File: config.mk
export PLATFORM = sky130hd
export DESIGN_NAME = ssim_cell
export DESIGN_NICKNAME = d
export VERILOG_FILES = /design/src/hdl/ssim_pkg.sv /design/src/hdl/ssim_cell.sv
export SDC_FILE = /design/constraint.sdc
export NUM_CORES = 1
export LEC_CHECK = 0
export ABC_CLOCK_PERIOD_IN_PS = 4800
export BUFFER_PORTS_ARGS = -buffer_cell sky130_fd_sc_hd__buf_4
export CAP_MARGIN = 25
export CORE_ASPECT_RATIO = 0.8
export CORE_MARGIN = 3
export CORE_UTILIZATION = 49
export CTS_CLUSTER_DIAMETER = 150
export DETAILED_ROUTE_END_ITERATION = 8
export GPL_ROUTABILITY_DRIVEN = 0
export MAX_ROUTING_LAYER = met4
export PLACE_DENSITY = 0.92
export REMOVE_ABC_BUFFERS = 1
export SYNTH_ARGS = -nofsm -noshare
export SYNTH_HDL_FRONTEND = slang
export SYNTH_SLANG_ARGS = --single-unit
File: constraint.sdc
create_clock -name i_clk -period 4.8 [get_ports i_clk]
set_input_delay 0.96 -clock i_clk [delete_from_list [all_inputs] [get_ports i_clk]]
set_output_delay 0.96 -clock i_clk [all_outputs]
set_load 0.02 [all_outputs]
File: src/hdl/ssim_pkg.sv
// Package for the sorted set block: beat types, command codes, cell link type,
// cell control type and sequencer states. No dependencies.
package ssim_pkg;

    localparam int CAPACITY_DEF = 64;
    localparam int VALUE_W      = 32;
    localparam int COUNT_OUT_W  = 7;

    localparam logic [1:0] CMD_MEMBER = 2'd0;
    localparam logic [1:0] CMD_INSERT = 2'd1;
    localparam logic [1:0] CMD_DELETE = 2'd2;

    typedef struct packed {
        logic [1:0]                cmd;
        logic signed [VALUE_W-1:0] value;
    } t_in_beat;

    typedef struct packed {
        logic                   success;
        logic                   full_reject;
        logic [COUNT_OUT_W-1:0] entry_count;
    } t_out_beat;

    // What a cell shows its neighbors
    typedef struct packed {
        logic                      valid;
        logic                      lt;
        logic signed [VALUE_W-1:0] value;
    } t_link;

    // Broadcast controls from the sequencer to every cell
    typedef struct packed {
        logic cmp;
        logic ins;
        logic del;
    } t_cell_ctl;

    typedef enum logic [1:0] {
        ST_IDLE,
        ST_CMP,
        ST_UPD
    } t_state;

endpackage

File: src/hdl/ssim_cell.sv
// One slot of the sorted chain: holds a key, compares it with the probe and
// shifts to or from its neighbors. Depends on ssim_pkg.
module ssim_cell import ssim_pkg::*; (
    input  logic                      i_clk,
    input  logic                      i_rst_n,
    input  t_cell_ctl                 i_ctl,
    input  logic signed [VALUE_W-1:0] i_probe,
    input  t_link                     i_left,
    input  t_link                     i_right,
    output t_link                     o_link,
    output logic                      o_eq
);

    logic                      r_valid, n_valid;
    logic                      r_lt, n_lt;
    logic                      r_eq, n_eq;
    logic signed [VALUE_W-1:0] r_value, n_value;

    always_comb begin
        n_valid = r_valid;
        n_lt    = r_lt;
        n_eq    = r_eq;
        n_value = r_value;
        if (i_ctl.cmp) begin
            n_lt = r_valid && (r_value < i_probe);
            n_eq = r_valid && (r_value == i_probe);
        end
        if (i_ctl.ins && !r_lt) begin
            n_value = i_left.lt ? i_probe : i_left.value;
            n_valid = r_valid | i_left.valid;
        end
        if (i_ctl.del && !r_lt) begin
            n_value = i_right.value;
            n_valid = i_right.valid;
        end
    end

    always_ff @(posedge i_clk) begin
        if (!i_rst_n) begin
            r_valid <= 1'b0;
            r_lt    <= 1'b0;
            r_eq    <= 1'b0;
        end else begin
            r_valid <= n_valid;
            r_lt    <= n_lt;
            r_eq    <= n_eq;
        end
    end

    always_ff @(posedge i_clk) begin
        r_value <= n_value;
    end

    assign o_link = '{valid: r_valid, lt: r_lt, value: r_value};
    assign o_eq   = r_eq;

endmodule

==> impl_metrics.json <==
{
  "run_status": "complete, no violations",
  "cts_resized": 0,
  "async_flop_share": 0,
  "cts_buffers": 5,
  "path_class": "primary input to flip-flop",
  "met3_usage": 0.0582,
  "die_w_um": 87.0,
  "final_cell_mix": "139 x buf_4, 42 x nand2_1, 34 x o21ai_1",
  "multi_input_comb_area_um2": 1390,
  "top_usage_layer": "met2",
  "seq_area_um2": 1020,
  "track_usage": 0.234,
  "grt_overflow": 0,
  "setup_viol": 0,
  "htree_levels": 2,
  "area_growth_pct": 45.0,
  "total_power_mw": 0.964,
  "syn_inst": 275,
  "drt_iter0_drc": 109,
  "drive_gt1_frac": 0.362,
  "cp_slowest_cell": "or4b_1",
  "die_y_um": 70.8,
  "clockBufferDepth": 2,
  "grt.met2_usage": 0.384,
  "powerDensity_nw_per_um2": 259,
  "cts_root_buf": "clkbuf_8",
  "max_stage_delay_ps": 500,
  "cp_cell_sequence": "buf_4 > inv_1 > ha_1 > a21oi_1 > o21ai_0 > a221o_1 > o31a_1 > or4b_1 > nand2_1",
  "fin_area_um2": 3730,
  "tns_ps": 0,
  "slew_viol_final": 0,
  "wl_per_cell_um": 14.9,
  "tightest_slew_ps": 944,
  "synth_top_area_frac": 0.374,
  "drc": 0,
  "clkTransAtPathRegs_ps": 70,
  "rsz0062_at_grt": "false",
  "drtPass1Iterations": 4,
  "crit_fanout": 2,
  "io_buffers": 138,
  "grt_pass1_wl_mm": 11.1,
  "numClockSinks": 35,
  "yosysWarnings": 0,
  "final_util": 0.774,
  "min_period_ps": 2620,
  "diodes": 0,
  "max_freq_mhz": 381,
  "rrSetupSlack_ps": 2560,
  "io_pins": 140,
  "grt_pass1_vias": 2477,
  "fp-row-count": 22,
  "synth_cell_types": 31,
  "die-area_um2": 6160,
  "clkLatencyLatePin_ps": 280,
  "critPathCaptureType": "flip-flop",
  "synthFlopType": "edfxtp_1",
  "worstSetupStartpointType": "primary input",
  "yosys_register_bits": 35,
  "post_cts_buffers": 0,
  "wirelength_mm": 7.01,
  "use_met1": 0.290,
  "arrival_ps": 2850,
  "hold_ws_ps": 480,
  "required_ps": 5030,
  "fill_cells": 351,
  "synth_area_leaders": "edfxtp_1 37%, ha_1 16%, mux2i_1 12%",
  "synth_edf_count": 32,
  "grt_max_degree": 37,
  "placed_area_um2": 3650,
  "yosysSeqAreaShare": 0.397,
  "cap_viol_max_count": 0,
  "hold_path.class": "flip-flop to flip-flop",
  "core_um2": 4820,
  "layout_commonest_cell": "buf_4",
  "hold_viol_final": 0,
  "tritoncts": "built",
  "slew_headroom": 0.369,
  "skew_ps": 8.45,
  "hpwl_mm": 5.63,
  "hold_buffers": 0,
  "power.leakage_nw": 1.92,
  "vias": 2503,
  "syn_area_um2": 2570,
  "ant_nets": 0,
  "synth.largest_area_cell": "edfxtp_1",
  "ir_drop_v": 0.000205,
  "viasPerCell": 5.34,
  "start_util": 0.534,
  "post-route-period-util": 0.546,
  "avgSynthCellArea_um2": 9.35,
  "fin_nets": 545,
  "antenna_found_initial": 0
}
-- report_power, final --
| part | total [mW] | switching [mW] | internal [mW] | leakage, nW |
|---|---|---|---|---|
| Clock | 0.208 | 0.105 | 0.103 | 0.0395 |
| Combinational | 0.351 | 0.183 | 0.168 | 1.52 |
| Sequential | 0.405 | 0.0230 | 0.382 | 0.355 |
| Total | 0.964 | 0.311 | 0.654 | 1.92 |
-- layer usage --
metal | part of all wire | vias up
met3 | 0.11 | 10
met5 | 0 | -
met4 | 0.013 | 0
li1 | - | 1241
met1 | 0.39 | 1134
met2 | 0.49 | 118
-- worst paths after layout --
kind,endpoint,depth (start not counted),from
worst max-delay path,r_lt,9,i_probe[5]
worst min-delay path,o_eq,2,o_eq
worst max register to register,r_lt,7,r_value[5]
worst min register to register,o_eq,2,o_eq
-- cell usage after synthesis (2+ instances only) --
library cell / number
nor2_1: 9
buf_4: 2
nor4_1: 2
buf_1: 5
mux2i_1: 32
edfxtp_1: 32
nand3_1: 5
nor2b_1: 2
clkbuf_1: 6
dfxtp_1: 3
nand4_1: 7
ha_1: 32
o21ai_1: 34
nand2b_1: 2
a21oi_1: 14
nand2_1: 42
inv_1: 32
-- logic make-up after synthesis --
| group | after synthesis | share of synthesized area |
|---|---|---|
| adders and majority gates | 32 | 0.156 |
| muxes | 32 | 0.125 |
| AOI/OAI and AO/OA | 60 | 0.132 |
| and+or+nand+nor | 71 | 0.122 |
| buffers and inverters | 45 | 0.0686 |
| DFF | 35 | 0.397 |
-- state kept, by name, indices dropped and copies added (netlist names) --
register and flops:
r_value 32, o_eq 1, r_lt 1, r_valid 1
-- cell type report --
class                           instances  area share
Clock buffer                            8      0.0215
Inverter                               32      0.0322
Multi-Input combinational cell        195       0.372
Sequential cell                        35       0.274
Tap cell                               60      0.0201
Timing Repair Buffer                  139       0.280
-- stage by stage --
stage	setup WS (ps)	cells
floorplan	1260	262
global placement	1920	461
detailed placement	1910	461
CTS	2190	469
global route	2100	469
finish	2180	469
-- critical path, delay by kind of cell --
kind | cells | cell delay [ps]
buffers and inverters | 2 | 120
AND/OR/NAND/NOR | 2 | 560
adder cells (fa/ha/maj) | 1 | 300
AO/OA/AOI/OAI | 4 | 900
(Power assumes the default switching activity.)
